==> src/sv/gcpb_pkg.sv <==
// Shared types, fixed-point constants and stage map for the Gaussian CDF pixel blend core.
package gcpb_pkg;

  // Default parameter values
  localparam int DIST_FRAC_BITS = 12;
  localparam int WEIGHT_BITS    = 16;

  // Q28 constants
  localparam int FRAC       = 28;
  localparam int ONE_Q      = 268435456;
  localparam int K_A1       = 68405298;
  localparam int K_A2       = -76369011;
  localparam int K_A3       = 381557846;
  localparam int K_A4       = -390077527;
  localparam int K_A5       = 284918850;
  localparam int K_P        = 87937066;
  localparam int K_INV_SQRT2 = 189812531;
  localparam int K_LOG2E    = 387270501;
  localparam int K_LN2      = 186065279;
  localparam longint U_LIMIT = 64'd6 << FRAC;

  // Horner addends, in order of use
  localparam int HORNER_ADD [4] = '{K_A4, K_A3, K_A2, K_A1};

  // ceil(2^32 / n): exact floor division by n for values below 2^28
  localparam logic [63:0] TWO32 = 64'd4294967296;
  localparam logic [32:0] RECIP [1:12] = '{
    33'(TWO32),
    33'((TWO32 + 64'd1) / 64'd2),
    33'((TWO32 + 64'd2) / 64'd3),
    33'((TWO32 + 64'd3) / 64'd4),
    33'((TWO32 + 64'd4) / 64'd5),
    33'((TWO32 + 64'd5) / 64'd6),
    33'((TWO32 + 64'd6) / 64'd7),
    33'((TWO32 + 64'd7) / 64'd8),
    33'((TWO32 + 64'd8) / 64'd9),
    33'((TWO32 + 64'd9) / 64'd10),
    33'((TWO32 + 64'd10) / 64'd11),
    33'((TWO32 + 64'd11) / 64'd12)
  };

  // Stage map of the shared pipeline
  localparam int STG_U      = 1;
  localparam int STG_DENOM  = 2;
  localparam int STG_DIV0   = 3;
  localparam int STG_DIV1   = 31;
  localparam int STG_LOG2E  = 3;
  localparam int STG_LN2    = 4;
  localparam int STG_TAY0   = 5;
  localparam int STG_TAY1   = 28;
  localparam int STG_EXP    = 29;
  localparam int STG_HORN0  = 32;
  localparam int STG_LAST   = 43;

  typedef enum logic [1:0] {
    MODE_ORIG  = 2'd0,
    MODE_FILL  = 2'd1,
    MODE_BLEND = 2'd2
  } mode_e;

  typedef struct packed {
    logic [7:0] blue;
    logic [7:0] green;
    logic [7:0] red;
  } pix_t;

  typedef struct packed {
    logic [7:0]         orig_blue;
    logic [7:0]         orig_green;
    logic [7:0]         orig_red;
    logic [7:0]         fill_blue;
    logic [7:0]         fill_green;
    logic [7:0]         fill_red;
    logic signed [15:0] distance_z;
    logic               band_flag;
    logic               region_flag;
    logic               inside_box;
  } in_t;

  typedef struct packed {
    logic [7:0]  out_blue;
    logic [7:0]  out_green;
    logic [7:0]  out_red;
    logic [15:0] blend_weight;
  } out_t;

  // Working set carried down the pipeline
  typedef struct packed {
    mode_e              mode;
    logic               neg;
    logic               big;
    pix_t               orig;
    pix_t               fill;
    logic [15:0]        mag;
    logic [30:0]        u;
    logic [29:0]        denom;
    logic [29:0]        rem;
    logic [28:0]        quo;
    logic [33:0]        v;
    logic [5:0]         k;
    logic [27:0]        g;
    logic [28:0]        term;
    logic [27:0]        prod;
    logic signed [31:0] sum;
    logic [28:0]        e;
    logic signed [31:0] q;
    logic [60:0]        m;
    logic               msg;
    logic [29:0]        p29;
  } st_t;

endpackage

==> src/sv/gcpb_stage.sv <==
// One register stage of the CDF weight pipeline; the stage index selects its operation.
module gcpb_stage #(
  parameter int STAGE          = 1,
  parameter int DIST_FRAC_BITS = gcpb_pkg::DIST_FRAC_BITS
) (
  input  logic            clk_i,
  input  logic            rst_ni,
  input  logic            en_i,
  input  logic            valid_i,
  input  gcpb_pkg::st_t   data_i,
  output logic            valid_o,
  output gcpb_pkg::st_t   data_o
);

  localparam bit IsDiv  = (STAGE >= gcpb_pkg::STG_DIV0) && (STAGE <= gcpb_pkg::STG_DIV1);
  localparam bit IsTay  = (STAGE >= gcpb_pkg::STG_TAY0) && (STAGE <= gcpb_pkg::STG_TAY1);
  localparam bit IsHorn = (STAGE >= gcpb_pkg::STG_HORN0) && (STAGE <= gcpb_pkg::STG_LAST);
  localparam int TayIdx = IsTay ? (STAGE - gcpb_pkg::STG_TAY0) : 0;
  localparam int TayN   = TayIdx / 2 + 1;
  localparam bit TayMul = (TayIdx % 2) == 0;
  localparam int HornIdx = IsHorn ? (STAGE - gcpb_pkg::STG_HORN0) : 0;
  localparam int HornJ   = HornIdx / 2;
  localparam bit HornMul = (HornIdx % 2) == 0;
  localparam int HornAddIdx = (HornJ < 4) ? HornJ : 0;

  logic          valid_q;
  gcpb_pkg::st_t data_q, data_d;

  // Stage operation
  always_comb begin
    logic [43:0]        uprod;
    logic [35:0]        ushift;
    logic [60:0]        pu;
    logic [61:0]        sq;
    logic [30:0]        rs;
    logic [62:0]        wp;
    logic [55:0]        gp;
    logic [56:0]        tp;
    logic [60:0]        rp;
    logic [28:0]        nt;
    logic [28:0]        x;
    logic [31:0]        qmag;
    logic [32:0]        r;
    logic signed [33:0] rsg;
    logic signed [34:0] yv;
    logic [28:0]        y;
    uprod  = '0;
    ushift = '0;
    pu     = '0;
    sq     = '0;
    rs     = '0;
    wp     = '0;
    gp     = '0;
    tp     = '0;
    rp     = '0;
    nt     = '0;
    x      = '0;
    qmag   = '0;
    r      = '0;
    rsg    = '0;
    yv     = '0;
    y      = '0;
    data_d = data_i;

    // u = |z| / sqrt2 in Q28, far tail flagged
    if (STAGE == gcpb_pkg::STG_U) begin
      uprod  = 44'(data_i.mag) * 44'(gcpb_pkg::K_INV_SQRT2);
      ushift = 36'(uprod >> DIST_FRAC_BITS);
      data_d.big = ushift >= 36'(gcpb_pkg::U_LIMIT);
      data_d.u   = data_d.big ? '0 : ushift[30:0];
    end

    // divisor, u^2, divider and Horner seed
    if (STAGE == gcpb_pkg::STG_DENOM) begin
      pu = 61'(gcpb_pkg::K_P) * 61'(data_i.u);
      data_d.denom = 30'(gcpb_pkg::ONE_Q) + 30'(pu >> gcpb_pkg::FRAC);
      sq = 62'(data_i.u) * 62'(data_i.u);
      data_d.v   = 34'(sq >> gcpb_pkg::FRAC);
      data_d.rem = 30'(1 << 27);
      data_d.quo = '0;
      data_d.q   = 32'(gcpb_pkg::K_A5);
    end

    // one restoring quotient bit of 2^56 / denom
    if (IsDiv) begin
      rs = {data_i.rem, 1'b0};
      if (rs >= {1'b0, data_i.denom}) begin
        data_d.rem = 30'(rs - {1'b0, data_i.denom});
        data_d.quo = {data_i.quo[27:0], 1'b1};
      end else begin
        data_d.rem = rs[29:0];
        data_d.quo = {data_i.quo[27:0], 1'b0};
      end
    end

    // w = v * log2(e)
    if (STAGE == gcpb_pkg::STG_LOG2E) begin
      wp = 63'(data_i.v) * 63'(gcpb_pkg::K_LOG2E);
      data_d.v = 34'(wp >> gcpb_pkg::FRAC);
    end

    // split w, g = frac * ln2, series seed
    if (STAGE == gcpb_pkg::STG_LN2) begin
      data_d.k = data_i.v[33:28];
      gp = 56'(data_i.v[27:0]) * 56'(gcpb_pkg::K_LN2);
      data_d.g    = 28'(gp >> gcpb_pkg::FRAC);
      data_d.term = 29'(gcpb_pkg::ONE_Q);
      data_d.sum  = 32'(gcpb_pkg::ONE_Q);
    end

    // Taylor term: multiply by g, then divide by n
    if (IsTay) begin
      if (TayMul) begin
        tp = 57'(data_i.term) * 57'(data_i.g);
        data_d.prod = 28'(tp >> gcpb_pkg::FRAC);
      end else begin
        rp = 61'(data_i.prod) * 61'(gcpb_pkg::RECIP[TayN]);
        nt = 29'(rp >> 32);
        data_d.term = nt;
        if ((TayN % 2) == 1) begin
          data_d.sum = data_i.sum - 32'(nt);
        end else begin
          data_d.sum = data_i.sum + 32'(nt);
        end
      end
    end

    // e = exp(-u^2)
    if (STAGE == gcpb_pkg::STG_EXP) begin
      if (data_i.big || (data_i.sum < 0)) begin
        data_d.e = '0;
      end else begin
        data_d.e = data_i.sum[28:0] >> data_i.k;
      end
    end

    // Horner step: magnitude product, then signed truncate and add; the final pair multiplies by e and forms 1 +/- y
    if (IsHorn) begin
      if (HornMul) begin
        x = (HornJ < 5) ? data_i.quo : data_i.e;
        qmag = data_i.q[31] ? 32'(-data_i.q) : 32'(data_i.q);
        data_d.m   = 61'(qmag) * 61'(x);
        data_d.msg = data_i.q[31];
      end else begin
        r   = 33'(data_i.m >> gcpb_pkg::FRAC);
        rsg = data_i.msg ? -$signed({1'b0, r}) : $signed({1'b0, r});
        if (HornJ < 4) begin
          data_d.q = 32'(rsg + 34'(gcpb_pkg::HORNER_ADD[HornAddIdx]));
        end else if (HornJ == 4) begin
          data_d.q = 32'(rsg);
        end else begin
          yv = 35'(gcpb_pkg::ONE_Q) - 35'(rsg);
          if (yv < 0) begin
            y = '0;
          end else if (yv > 35'(gcpb_pkg::ONE_Q)) begin
            y = 29'(gcpb_pkg::ONE_Q);
          end else begin
            y = yv[28:0];
          end
          data_d.p29 = data_i.neg ? 30'(gcpb_pkg::ONE_Q) - 30'(y)
                                  : 30'(gcpb_pkg::ONE_Q) + 30'(y);
        end
      end
    end
  end

  always_ff @(posedge clk_i or negedge rst_ni) begin
    if (!rst_ni) begin
      valid_q <= 1'b0;
    end else if (en_i) begin
      valid_q <= valid_i;
    end
  end

  always_ff @(posedge clk_i) begin
    if (en_i && valid_i) begin
      data_q <= data_d;
    end
  end

  assign valid_o = valid_q;
  assign data_o  = data_q;

endmodule

==> config.mk <==
export PLATFORM = sky130hd
export DESIGN_NAME = gcpb_stage
export DESIGN_NICKNAME = d
export VERILOG_FILES = /design/src/sv/gcpb_pkg.sv /design/src/sv/gcpb_stage.sv
export SDC_FILE = /design/constraint.sdc
export NUM_CORES = 1
export LEC_CHECK = 0
export ABC_AREA = 0
export BUFFER_PORTS_ARGS = -buffer_cell sky130_fd_sc_hd__buf_2
export CORE_AREA = 2 2 392 394
export DETAILED_ROUTE_END_ITERATION = 6
export DIE_AREA = 0 0 394 396
export PLACE_DENSITY = 0.44
export SETUP_SLACK_MARGIN = 0.4
export SLEW_MARGIN = 40
export SYNTH_ARGS = -nofsm -noshare
export SYNTH_HDL_FRONTEND = slang
export SYNTH_SLANG_ARGS = --single-unit
==> constraint.sdc <==
create_clock -name clk_i -period 1.55 [get_ports clk_i]
set_clock_uncertainty 0.1 [all_clocks]
set_input_delay 0 -clock clk_i [delete_from_list [all_inputs] [get_ports clk_i]]
set_output_delay 0 -clock clk_i [all_outputs]
set_load 0.01 [all_outputs]
# Yosys cells after proc, flatten, opt, wreduce, memory -nomap -nowiden
# Index checks and enable logic that the tools add are counted.
# word_totals
reg_bits	499
latchBits	0
ramBits	0
rom_bits	0
in_bits	502
out_inout_bits	499
word_cells	29
memories	0
# classes
addsub	0
multipliers	1
div	0
order_cmp	1
eq_ne	0
n_shift	0
muxes	0
n_bitwise	0
n_reduce_logical	1
# ops
cell	count
$mul A16 B28 Y44 const B	1
$ge A32 B31 Y1 const B	1
$logic_and A1 B1 Y1	1

# Logic depth before layout (Yosys ltp)
# logic_depth
word_depth	2
mapped_depth	25
depth_no_buf	23

# Worst setup path before layout
# No wires, ideal clock.
# synth_path
path_kind	input to register
from	input port valid_i
to	register data_q, in the netlist data_o[0] (enable)
setup_time_ns	0.925
t_arrival_ns	11.179
required_ns	0.525
setup_slack_ns	-10.654
path_stages	1
path_buffers	0
cell_sequence	and2_1
# synth_via
elab_chain_cells	1
# synth_rtl
element	line	rtl
start, declared	gcpb_stage.sv:9	input logic valid_i,
$logic_and A1 B1 Y1	gcpb_stage.sv:176	if (en_i && valid_i) begin
end signal, assigned	gcpb_stage.sv:177	data_q <= data_d;
end, declared	gcpb_stage.sv:27	gcpb_pkg::st_t data_q, data_d;
# No other way between the ends.
# A chain may end at the register's enable or synchronous reset.

# Worst setup path in the final report
# layout_path
from	input port data_i[434] in the netlist's numbering
to	register data_q, in the netlist data_o[418], data pin
# layout_via
elab_chain_cells	2
# layout_rtl
element	line	rtl
start, declared	gcpb_stage.sv:10	input gcpb_pkg::st_t data_i,
$mul A16 B28 Y44 *	gcpb_stage.sv:67	uprod = 44'(data_i.mag) * 44'(gcpb_pkg::K_INV_SQRT2);
$ge A32 B31 Y1	gcpb_stage.sv:69	data_d.big = ushift >= 36'(gcpb_pkg::U_LIMIT);
# Mark *: on every way between the ends. The rest lies on a longest branch, timed or not.

==> metrics list <==
* Run status: finished with violations
- The checks that failed: setup timing.
* Crit path time final: 5.09 ns
- CTS tree: yes
* Synth Register Bits: 499
- Clock slew at reported path FFs: 0.06 ns
- Cell type with the highest occurrence count on the critical path: fa_1
* Category of the worst setup path capture point: flip-flop
- Highest net fanout along the worst path: 6
* Cell Chain, Critical Path: buf_6 > fa_1 > inv_1 > fa_1 > fa_1 > inv_1 > fa_1 > fa_1 > fa_1 > ha_4 > nand2_2 > nor2_2 > a221o_1 > o2111ai_4 > a211oi_2 > or3_4 > a22oi_4 > inv_6 > buf_12 > buf_8 > nor2_1
* Number of hold violations in the final report: 0
- The root buffer cell chosen for the clock tree is clkbuf_16.
* GR peak layer: met2
- Number of standard-cell rows in the floorplan: 143
- In this run, distinct cell masters in the synthesized netlist total 57.
* Source-to-sink clock delay at the later pin of the worst-skew pair: 0.68 ns
* Leakage power summed over all cells: 19.1 nW
- Arrival time at the worst endpoint: 5.52 ns
- Max IR drop VDD: 1.54 mV
* Nets in the synthesized netlist: 2171
* Synth Cell Area: 22600 sq um
* Final total power: 80.3 mW
- The number of buffers and inverters on the critical path is 6.
- After detailed routing, the number of vias per cell comes to 3.63.
- The die covers 156000 sq um.
* Number of buffers added by the clock tree synthesis step: 66
- Among all cell types in the netlist, the one instantiated most often is edfxtp_1.
* Final Core Density: 0.294
- Counting flops with an async set or reset pin after synthesis yields a share of 0.00200.
- The first global-routing pass estimated 199000 microns of wire.
- The worst register-to-register path has a setup slack of 0.71 ns.
- Cells after synthesis: 1360
- Detail Placement HPWL: 130000 microns
- The worst pin sits at a relative slew slack of 0.669.
- CTS sink count: 499
- DRC violation total after the first TritonRoute iteration: 1359
* Library cell occupying the most area in the post-synthesis netlist: edfxtp_1
* Post-route antenna net violation count: 0
- Buffer depth of the longest clock path: 3
- Timing would allow up to 196 MHz.
- For the final routed database, the setup TNS stands at -110.53 ns.
- # fillers: 15.6k
- The net count of the finished layout is 4264.
* GRT overflow: 0
* Top cell types by occurrence after synthesis: edfxtp_1 (498), inv_1 (211), ha_1 (187)
* Global-route usage over all layers: 0.193
* Vertical die dimension: 396 microns
- Count of final max-slew check failures: 0
* Seq/Total Area, Yosys: 0.662
* Relative area change from synthesis to final layout: 96.8%
- GR Layer Usage met3: 0.107
* Period Utilization, post-route: 3.29
- Power density over the cells: 1800 nW/um^2
- Yosys mapped a number of flops with a built-in enable equal to 498.
- DRC Markers: 0
- Worst path slowest cell: fa_1
- Unrepaired setup endpoints after global routing: true
* Routing usage on met2: 0.306
- Routability-driven placement finished with a final weighted congestion of 0.921.
- During synthesis, Yosys emitted a total of 0 warnings.
- For this configuration, the core starts out at a cell density of 0.149.
- From left edge to right edge, the die measures 394 microns.
- Share of cells above drive strength 1: 0.414
* Fraction of synthesized cell area taken by the top area cell type: 0.661
- Max-cap violations in this run came to 0.
- Final hold analysis gives a worst-case slack of 0.0416 ns.
- Largest net degree at the start of global routing: 46
* Post-Place Worst Slack: -4.35 ns
- Mean area per synthesized cell: 16.6 sq um
- Vias in the first global route: 21.0k
* Final setup violating endpoints: 32
- The kind of cell with the highest combined delay along the critical path is adder cells.
* Final routed wire length divided by cell count: 28.2 microns
- For the pin with the worst max-slew slack, the measured transition is 0.493 ns.
- Detailed routing inserted a total of 20.2k vias.
* HP Class: in2reg
- The worst setup path is launched from an input port.
* First-pass iteration count of the detailed router: 5
- In the global route stage, met1 resource usage came out at 0.222.
* Largest cells by area after synthesis: edfxtp_1 (66%), fa_1 (11%), ha_1 (10%)
* I/O pin cnt: 1001
- Primary FF master, synth: edfxtp_1
- The worst setup path is of the in2reg kind.
- Number of antenna violations at the first check in global routing: 119
- Final worst slack: -3.54 ns
- The H-tree generated during clock tree synthesis spans 3 levels.
- Final routed wirelength across all metal layers: 157000 microns
- On the worst path, the slowest cell contributes a delay of 0.57 ns.
- Floorplan Core Area: 152000 sq um
- Data on the critical path is required at its endpoint by 1.97 ns.
- # port buffers: 968
[kinds of logic after synthesis]
family | Yosys count | share of synthesized area
AO/OA/AOI/OAI | 137 | 0.0407
XOR/XNOR | 34 | 0.0132
adder cells (fa/ha/maj) | 309 | 0.211
buffers and inverters | 231 | 0.0394
flip-flops | 499 | 0.662
multiplexers | 2 | 0.000940
AND/OR/NAND/NOR | 148 | 0.0327
[report_power, final]
group          internal [mW]  leakage [nW]  switching [mW]
Combinational           23.2          13.4            23.1
Sequential              17.1          4.67           0.961
Clock                   8.95          1.04            6.92
Total                   49.2          19.1            31.0
[metal layers]
metal	wire, microns	up-vias
met3	19900	226
met1	60700	9895
met2	71000	930
li1	-	9096
met5	256	-
met4	4980	42
[stage by stage]
step | area (sq um) | cells
after floorplan | 22700 | 1360
after global placement | 32100 | 4597
after global routing | 44500 | 5548
after detailed placement | 32100 | 4597
final | 44500 | 5565
after CTS | 44000 | 5512
[timing repair]
action / in CTS / in global routing
pin swaps: 32 / 20
buffers inserted: 10 / 10
hold buffers: 790 / 1
gates resized for setup: 505 / 53
endpoints found under the setup margin: 531 / 922
endpoints found under the hold margin: 526 / 6
cloned: 2 / 7
[worst paths after layout]
kind	from	to	cells after the start
min	data_i[100]	data_o[100]	2
max in group asynchronous	rst_ni	valid_o	4
max reg2reg	valid_o	valid_o	1
min reg2reg	valid_o	valid_o	1
min in group asynchronous	rst_ni	valid_o	4
max	data_i[434]	data_o[418]	21
[flip-flops by register name, indices dropped and copies added (netlist names)]
name	cells
data_o	498
valid_o	1
[cells in the final DEF (no fill, tap or decap), types with 5 or more instances in the layout]
cell           synthesis  final
buf_12                 0     13
nor2_1                37     29
inv_1                211    208
nor2_4                 0      8
clkinv_1               0      8
a21oi_1               46     39
ha_4                   0     11
nor2_2                 9      9
a21oi_2                1      8
bufinv_16              0      6
clkbuf_1              11      7
clkbuf_16              0     72
edfxtp_1             498    498
ha_1                 187    169
clkinvlp_4             0      7
clkinv_2               0     10
or2_2                  7      7
diode_2                0     37
a211oi_1               7      5
a21o_1                14     14
and2_1                 8      7
buf_2                  6    733
o21bai_1               8      8
xnor2_1               17     14
nand2_1               40     38
nand4_1               15     15
nand3_1                6      6
o21ai_1                8      8
xor2_1                17     16
ha_2                   0      7
dlygate4sd3_1          0    789
buf_8                  0     13
o21ai_2                0      5
buf_4                  0    259
buf_6                  2    225
o21ai_0               17     12
fa_1                 122    118
[cell type report]
cell class | count | area [sq um] | area share
multi-input cells | 631 | 7190 | 0.161
repair inverters | 1 | 3.75 | 0.0000843
inverters | 212 | 805 | 0.0181
flip-flops and latches | 499 | 15000 | 0.336
clock inverters | 40 | 494 | 0.0111
repair buffers | 2042 | 16800 | 0.376
well taps | 2030 | 2540 | 0.0570
diodes | 37 | 92.6 | 0.00208
clock buffers | 73 | 1680 | 0.0377
(Power assumes the default switching activity.)
